<file path="src/hdlc_dfr_pkg.sv">
`default_nettype none

package hdlc_dfr_pkg;

  // largest number of stored bytes in one frame
  localparam int unsigned BUF_DEPTH = 256;
  localparam int unsigned CNT_W     = $clog2(BUF_DEPTH + 1);

  localparam logic [15:0] CRC_INIT = 16'hFFFF;
  localparam logic [15:0] CRC_POLY = 16'h1021;

  localparam logic [7:0] FLAG_RESET = 8'h7E;
  localparam logic [7:0] ESC_RESET  = 8'h7D;
  localparam logic [7:0] MASK_RESET = 8'h20;

  localparam int unsigned CFG_IDX_W = 2;
  localparam logic [CFG_IDX_W-1:0] CFG_FLAG_CODE   = 2'd0;
  localparam logic [CFG_IDX_W-1:0] CFG_ESCAPE_CODE = 2'd1;
  localparam logic [CFG_IDX_W-1:0] CFG_ESCAPE_MASK = 2'd2;

  localparam logic [1:0] STAT_NONE     = 2'd0;
  localparam logic [1:0] STAT_GOOD     = 2'd1;
  localparam logic [1:0] STAT_BAD_CRC  = 2'd2;
  localparam logic [1:0] STAT_OVERFLOW = 2'd3;

  typedef struct packed {
    logic [1:0] frame_status;
    logic [7:0] payload_length;
    logic       data_valid;
    logic [7:0] data_value;
    logic [7:0] data_position;
  } res_t;

  // crc-16/ccitt-false, msb first, one byte
  function automatic logic [15:0] crc_add_byte(input logic [15:0] crc, input logic [7:0] b);
    logic [15:0] c;
    c = crc ^ {b, 8'h00};
    for (int k = 0; k < 8; k++) begin
      if (c[15]) begin
        c = {c[14:0], 1'b0} ^ CRC_POLY;
      end else begin
        c = {c[14:0], 1'b0};
      end
    end
    return c;
  endfunction

endpackage

`default_nettype wire

</file>
<file path="src/hdlc_byte_deframer_crc_check_unit.sv">
// hdlc byte deframer with crc-16/ccitt-false check
//
// input channel: in_valid / in_stall / in_rx_byte, one raw line byte per item.
// result channel: out_valid / out_stall and the result fields; every input
// item gives exactly one result item, in order.
// config channel: cfg_valid / cfg_ready / cfg_index / cfg_data; cfg_ready is
// always high. index 0 flag code, 1 escape code, 2 escape mask, 3 ignored.
// write config only while no item is in flight.
// each result is registered: in the result register, or in the skid register.
// throughput: one item per cycle while in_stall is low; the whole de-stuffing
// step and the 8-bit crc update sit between the input handshake and the result
// register. when the receiver stalls, the result register holds and one more
// result goes into a skid register; in_stall rises only while that skid is full.
// reset: codes return to 0x7e / 0x7d / 0x20, the receiver goes idle with
// crc 0xffff and empty channels; nothing is accepted during reset.
`default_nettype none

module hdlc_byte_deframer_crc_check_unit (
  input  wire logic                               clk,
  input  wire logic                               rst_n,
  input  wire logic                               in_valid,
  output logic                                    in_stall,
  input  wire logic [7:0]                         in_rx_byte,
  output logic                                    out_valid,
  input  wire logic                               out_stall,
  output logic [1:0]                              out_frame_status,
  output logic [7:0]                              out_payload_length,
  output logic                                    out_data_valid,
  output logic [7:0]                              out_data_value,
  output logic [7:0]                              out_data_position,
  input  wire logic                               cfg_valid,
  output logic                                    cfg_ready,
  input  wire logic [hdlc_dfr_pkg::CFG_IDX_W-1:0] cfg_index,
  input  wire logic [7:0]                         cfg_data
);
  import hdlc_dfr_pkg::*;

  typedef enum logic [1:0] {
    MODE_IDLE,
    MODE_IN_FRAME,
    MODE_ESCAPED
  } mode_t;

  logic [7:0] flag_r, esc_r, mask_r;

  mode_t            mode_r, mode_nxt;
  logic [CNT_W-1:0] cnt_r, cnt_nxt;
  logic [15:0]      crc_r, crc_nxt;
  logic [7:0]       older_r, older_nxt;
  logic [7:0]       newer_r, newer_nxt;

  res_t res;
  res_t out_r, skid_r;
  logic out_v_r, skid_v_r;

  logic               acc_in, out_take, store;
  logic [7:0]         db;
  logic [CNT_W+7:0]   cnt_ext, len_ext;

  assign cfg_ready = 1'b1;
  assign in_stall  = skid_v_r;
  assign acc_in    = in_valid && !skid_v_r;
  assign out_take  = out_v_r && !out_stall;

  assign cnt_ext = {8'd0, cnt_r};
  assign len_ext = cnt_ext - (CNT_W + 8)'(2);

  always_comb begin
    mode_nxt  = mode_r;
    cnt_nxt   = cnt_r;
    crc_nxt   = crc_r;
    older_nxt = older_r;
    newer_nxt = newer_r;
    res       = '0;
    store     = 1'b0;
    db        = in_rx_byte;
    if (in_rx_byte == flag_r) begin
      if (mode_r == MODE_IN_FRAME && cnt_r >= CNT_W'(2)) begin
        if ({older_r, newer_r} == crc_r) begin
          res.frame_status   = STAT_GOOD;
          res.payload_length = (len_ext > (CNT_W + 8)'(255)) ? 8'hFF : len_ext[7:0];
        end else begin
          res.frame_status = STAT_BAD_CRC;
        end
        mode_nxt = MODE_IDLE;
      end else begin
        mode_nxt = MODE_IN_FRAME;
      end
      cnt_nxt   = '0;
      crc_nxt   = CRC_INIT;
      older_nxt = '0;
      newer_nxt = '0;
    end else if (mode_r != MODE_IDLE) begin
      store = 1'b1;
      if (mode_r == MODE_ESCAPED) begin
        db       = in_rx_byte ^ mask_r;
        mode_nxt = MODE_IN_FRAME;
      end else if (in_rx_byte == esc_r) begin
        mode_nxt = MODE_ESCAPED;
        store    = 1'b0;
      end
      if (store) begin
        if (cnt_r == CNT_W'(BUF_DEPTH)) begin
          res.frame_status = STAT_OVERFLOW;
          mode_nxt  = MODE_IDLE;
          cnt_nxt   = '0;
          crc_nxt   = CRC_INIT;
          older_nxt = '0;
          newer_nxt = '0;
        end else begin
          // the two newest bytes stay out of the crc until a later byte pushes them
          if (cnt_r >= CNT_W'(2)) begin
            crc_nxt = crc_add_byte(crc_r, older_r);
          end
          older_nxt         = newer_r;
          newer_nxt         = db;
          res.data_valid    = 1'b1;
          res.data_value    = db;
          res.data_position = cnt_ext[7:0];
          cnt_nxt           = cnt_r + CNT_W'(1);
        end
      end
    end
  end

  always_ff @(posedge clk) begin
    if (!rst_n) begin
      flag_r   <= FLAG_RESET;
      esc_r    <= ESC_RESET;
      mask_r   <= MASK_RESET;
      mode_r   <= MODE_IDLE;
      cnt_r    <= '0;
      crc_r    <= CRC_INIT;
      older_r  <= '0;
      newer_r  <= '0;
      out_v_r  <= 1'b0;
      skid_v_r <= 1'b0;
    end else begin
      if (cfg_valid) begin
        case (cfg_index)
          CFG_FLAG_CODE:   flag_r <= cfg_data;
          CFG_ESCAPE_CODE: esc_r  <= cfg_data;
          CFG_ESCAPE_MASK: mask_r <= cfg_data;
          default: ;
        endcase
      end
      if (acc_in) begin
        mode_r  <= mode_nxt;
        cnt_r   <= cnt_nxt;
        crc_r   <= crc_nxt;
        older_r <= older_nxt;
        newer_r <= newer_nxt;
      end
      if (skid_v_r) begin
        if (out_take) begin
          out_r    <= skid_r;
          skid_v_r <= 1'b0;
        end
      end else if (acc_in) begin
        if (!out_v_r || out_take) begin
          out_r   <= res;
          out_v_r <= 1'b1;
        end else begin
          skid_r   <= res;
          skid_v_r <= 1'b1;
        end
      end else if (out_take) begin
        out_v_r <= 1'b0;
      end
    end
  end

  assign out_valid          = out_v_r;
  assign out_frame_status   = out_r.frame_status;
  assign out_payload_length = out_r.payload_length;
  assign out_data_valid     = out_r.data_valid;
  assign out_data_value     = out_r.data_value;
  assign out_data_position  = out_r.data_position;

endmodule

`default_nettype wire

</file>
<file path="config.mk">
export PLATFORM = sky130hd
export DESIGN_NAME = hdlc_byte_deframer_crc_check_unit
export DESIGN_NICKNAME = d
export VERILOG_FILES = /design/src/hdlc_dfr_pkg.sv /design/src/hdlc_byte_deframer_crc_check_unit.sv
export SDC_FILE = /design/constraint.sdc
export NUM_CORES = 1
export LEC_CHECK = 0
export ABC_AREA = 1
export BUFFER_PORTS_ARGS = -buffer_cell sky130_fd_sc_hd__clkbuf_2
export CAP_MARGIN = 25
export CORE_AREA = 2 2 112 114
export DETAILED_ROUTE_END_ITERATION = 7
export DIE_AREA = 0 0 114 116
export MAX_ROUTING_LAYER = met4
export PLACE_DENSITY = 0.75
export RECOVER_POWER = 50
export SLEW_MARGIN = 10
export SYNTH_ARGS = -nofsm -noshare
export SYNTH_HDL_FRONTEND = slang
export SYNTH_SLANG_ARGS = --single-unit
export TNS_END_PERCENT = 50
</file>
<file path="constraint.sdc">
create_clock -name clk -period 2.7 [get_ports clk]
set_clock_uncertainty 0.2 [all_clocks]
set_input_delay 0.54 -clock clk [delete_from_list [all_inputs] [get_ports clk]]
set_output_delay 0.54 -clock clk [all_outputs]
set_load 0.02 [all_outputs]
</file>
==> results.sh <==
export IMPL_die_area_um2=13200
export IMPL_final_util_pct=61.3
export IMPL_netlist_area_um2=6330
export IMPL_ant_nets=0
export IMPL_hold_class="primary input to flip-flop"
export IMPL_async_flop_share_pct=0
export IMPL_grt_ovfl_total=0
export IMPL_cts_sinks=123
export IMPL_powerDensity_nw_per_um2=630
export IMPL_worstPathMaxFanout=14
export IMPL_initial_core_util_pct=53.1
export IMPL_htreeDepth=4
export IMPL_syn_inst=828
export IMPL_antenna_found_initial=0
export IMPL_hold_violations=0
export IMPL_ys_seq_area_share_pct=47.5
export IMPL_worstSetupStartpointType="flip-flop"
export IMPL_postSynthNetCount=857
export IMPL_grt_pass1_wl_mm=24.4
export IMPL_first_global_vias=5041
export IMPL_multi_input_area_um2=2850
export IMPL_drive_above_1_share_pct=10.1
export IMPL_die_h_um=116
export IMPL_crit_slowest_cell="dfxtp_1"
export IMPL_coreArea_um2=11900
export IMPL_fmax_ghz=0.405
export IMPL_yosysTopAreaCellShare_pct=25.6
export IMPL_slew_viol_final=37
export IMPL_dpl_hpwl_mm=9.85
export IMPL_critical_path_class="flip-flop to flip-flop"
export IMPL_grt_setup_unrepaired="false"
export IMPL_nFillCells=1069
export IMPL_final_cell_mix="nand2_1 (259), nand3_1 (94), nor2_1 (82), inv_1 (69), dfxtp_1 (69)"
export IMPL_outcome="complete, but fails checks"
export IMPL_fin_ws_ns=0.230
export IMPL_synth_avg_cell_area_um2=7.64
export IMPL_cts_tree="built"
export IMPL_fin_crit_sh_pct=91.5
export IMPL_final_common_cell="nand2_1"
export IMPL_clock_path_buffers=2
export IMPL_cts_hold_buf=0
export IMPL_wl_mm=14.4
export IMPL_synth_area_leaders="edfxtp_1 (26%), dfxtp_1 (22%), nand2_1 (15%)"
export IMPL_worst_endpoint_required_ns=2.78
export IMPL_path_cells="inv_1 -> ha_1 -> nand3_1 -> nor2_4 -> inv_2 -> nand2_2 -> inv_1 -> nand2_1 -> nor2_1 -> nand2_1 -> nand2_1"
export IMPL_insertion_delay_ns=0.41
export IMPL_p_leak_nw=3.30
export IMPL_ys_warnings_count=0
export IMPL_peakVddDrop_mv=0.397
export IMPL_cts_resized=0
export IMPL_syn_to_final_growth_pct=15.3
export IMPL_yosysTopAreaCell="edfxtp_1"
export IMPL_ios=53
export IMPL_drc=0
export IMPL_cpMostUsedCell="nand2_1"
export IMPL_setup_viol=0
export IMPL_violations="max-capacitance violations, max-slew violations"
export IMPL_ys_ff_latch=123
export IMPL_hold_depth=3
export IMPL_fin_crit_ns=2.47
export IMPL_place_congestion=0.870
export IMPL_max_cap_violations=1
export IMPL_vias_per_cell=5.24
export IMPL_wl_per_cell_um=13.8
export IMPL_nets=914
export IMPL_slowest_delay_ns=0.45
export IMPL_path_clk_slew_ns=0.05
export IMPL_reg2regPathDepth=11
export IMPL_grt_usage_pct=24.3
export IMPL_setup_tns_ns=0
export IMPL_regArea_um2=3000
export IMPL_grt_max_degree=37
export IMPL_synth_main_ff_cell="dfxtp_1"
export IMPL_cp_arrival_ns=2.55
export IMPL_vias=5472
export IMPL_synth_cell_types=32
export IMPL_numCtsBuffers=17
export IMPL_relSlewSlack_pct=-9.35
export IMPL_synth_edff_count=54
export IMPL_io_buffer_count=51
export IMPL_end_kind="flip-flop"
export IMPL_root_buffer="clkbuf_16"
export IMPL_cts_setup_buffers=0
export IMPL_tightest_slew_ns=1.64
export IMPL_drt_pass1_iter_count=5
export IMPL_row_count=40
export IMPL_drtIter0Drc=577
export IMPL_pre_cts_slack_ns=0.279
export IMPL_die_x_um=114
export IMPL_insertedDiodeCount=0
## worst max-delay path, delay by kind of cell, from the launching register on
kind,cells,cell delay [ns]
flops,1,0.45
buf+inv,3,0.61
simple gates,7,0.89
fa+ha+maj,1,0.20
## kinds of logic (layout without fill, tap and decap cells)
| group | count (synthesis) | after routing | share of synthesized area [%] |
|---|---|---|---|
| adder cells (fa/ha/maj) | 6 | 6 | 1.19 |
| flip-flops | 123 | 123 | 47.5 |
| AND/OR/NAND/NOR | 470 | 470 | 31.8 |
| XOR/XNOR | 42 | 42 | 5.81 |
| buffers and inverters | 115 | 185 | 7.47 |
| AO/OA/AOI/OAI | 71 | 71 | 6.17 |
| other | 1 | 1 | 0.0593 |
## sequential cells by signal, indices dropped and copies added (netlist names)
register            count
out_payload_length      8
out_data_valid          1
out_data_position       8
mode_r                  2
skid_r                 27
newer_r                 8
older_r                 8
flag_r                  8
out_valid               1
esc_r                   8
out_frame_status        2
crc_r                  16
cnt_r                   9
in_stall                1
mask_r                  8
out_data_value          8
## worst paths after layout
kind / start / to / slack (ns)
setup / recovery: cnt_r[0] / out_data_value[7] / 0.23
hold / removal: cfg_data[5] / mask_r[5] / 0.17
setup reg to reg: cnt_r[0] / out_data_value[7] / 0.23
hold reg to reg: mask_r[3] / mask_r[3] / 0.27
## where the power goes
part / leakage (nW) / internal [mW] / total (mW) / switching, mW
clock: 0.278 / 1.46 / 2.24 / 0.779
sequential: 1.10 / 2.00 / 2.02 / 0.0260
combinational: 1.92 / 0.0980 / 0.332 / 0.234
## metrics by stage
step | total power, mW | cells | hold slack (ns) | cell area [um2]
floorplan | 2.29 | 828 | 0.242 | 6330
global placement | 2.39 | 1013 | 0.255 | 6770
detailed placement | 2.40 | 1013 | 0.256 | 6770
CTS | 4.63 | 1045 | 0.150 | 7350
global route | 4.75 | 1045 | 0.170 | 7300
finish | 4.60 | 1045 | 0.173 | 7300
## cells in the mapped netlist (3+ instances only)
cell and instances:
a21oi_1 41, buf_2 15, buf_4 4, clkbuf_1 16
dfxtp_1 69, edfxtp_1 54, ha_1 6, inv_1 69
inv_2 8, nand2_1 259, nand3_1 94, nand3_2 3
nand4_1 13, nor2_1 83, nor2_2 3, nor2_4 5
nor3_1 5, o211ai_1 9, o21ai_0 19, xnor2_1 18
xor2_1 24
## routing by layer
layer	global-route usage [%]	vias to the layer above	share of wire, %
met1	31.9	2472	46
met4	7.56	0	1.3
met2	37.1	193	45
met5	-	-	0
li1	-	2790	-
met3	6.22	17	7.2
## final cells by class
type                            instances  share of cell area, %
Clock inverter                          9                   1.68
Sequential cell                       123                   41.1
Inverter                               78                   4.01
Clock buffer                           23                   6.27
Multi-Input combinational cell        590                   39.1
Timing Repair Buffer                   75                   5.26
Tap cell                              147                   2.52
No activity file was read; power rests on OpenSTA's default activity.
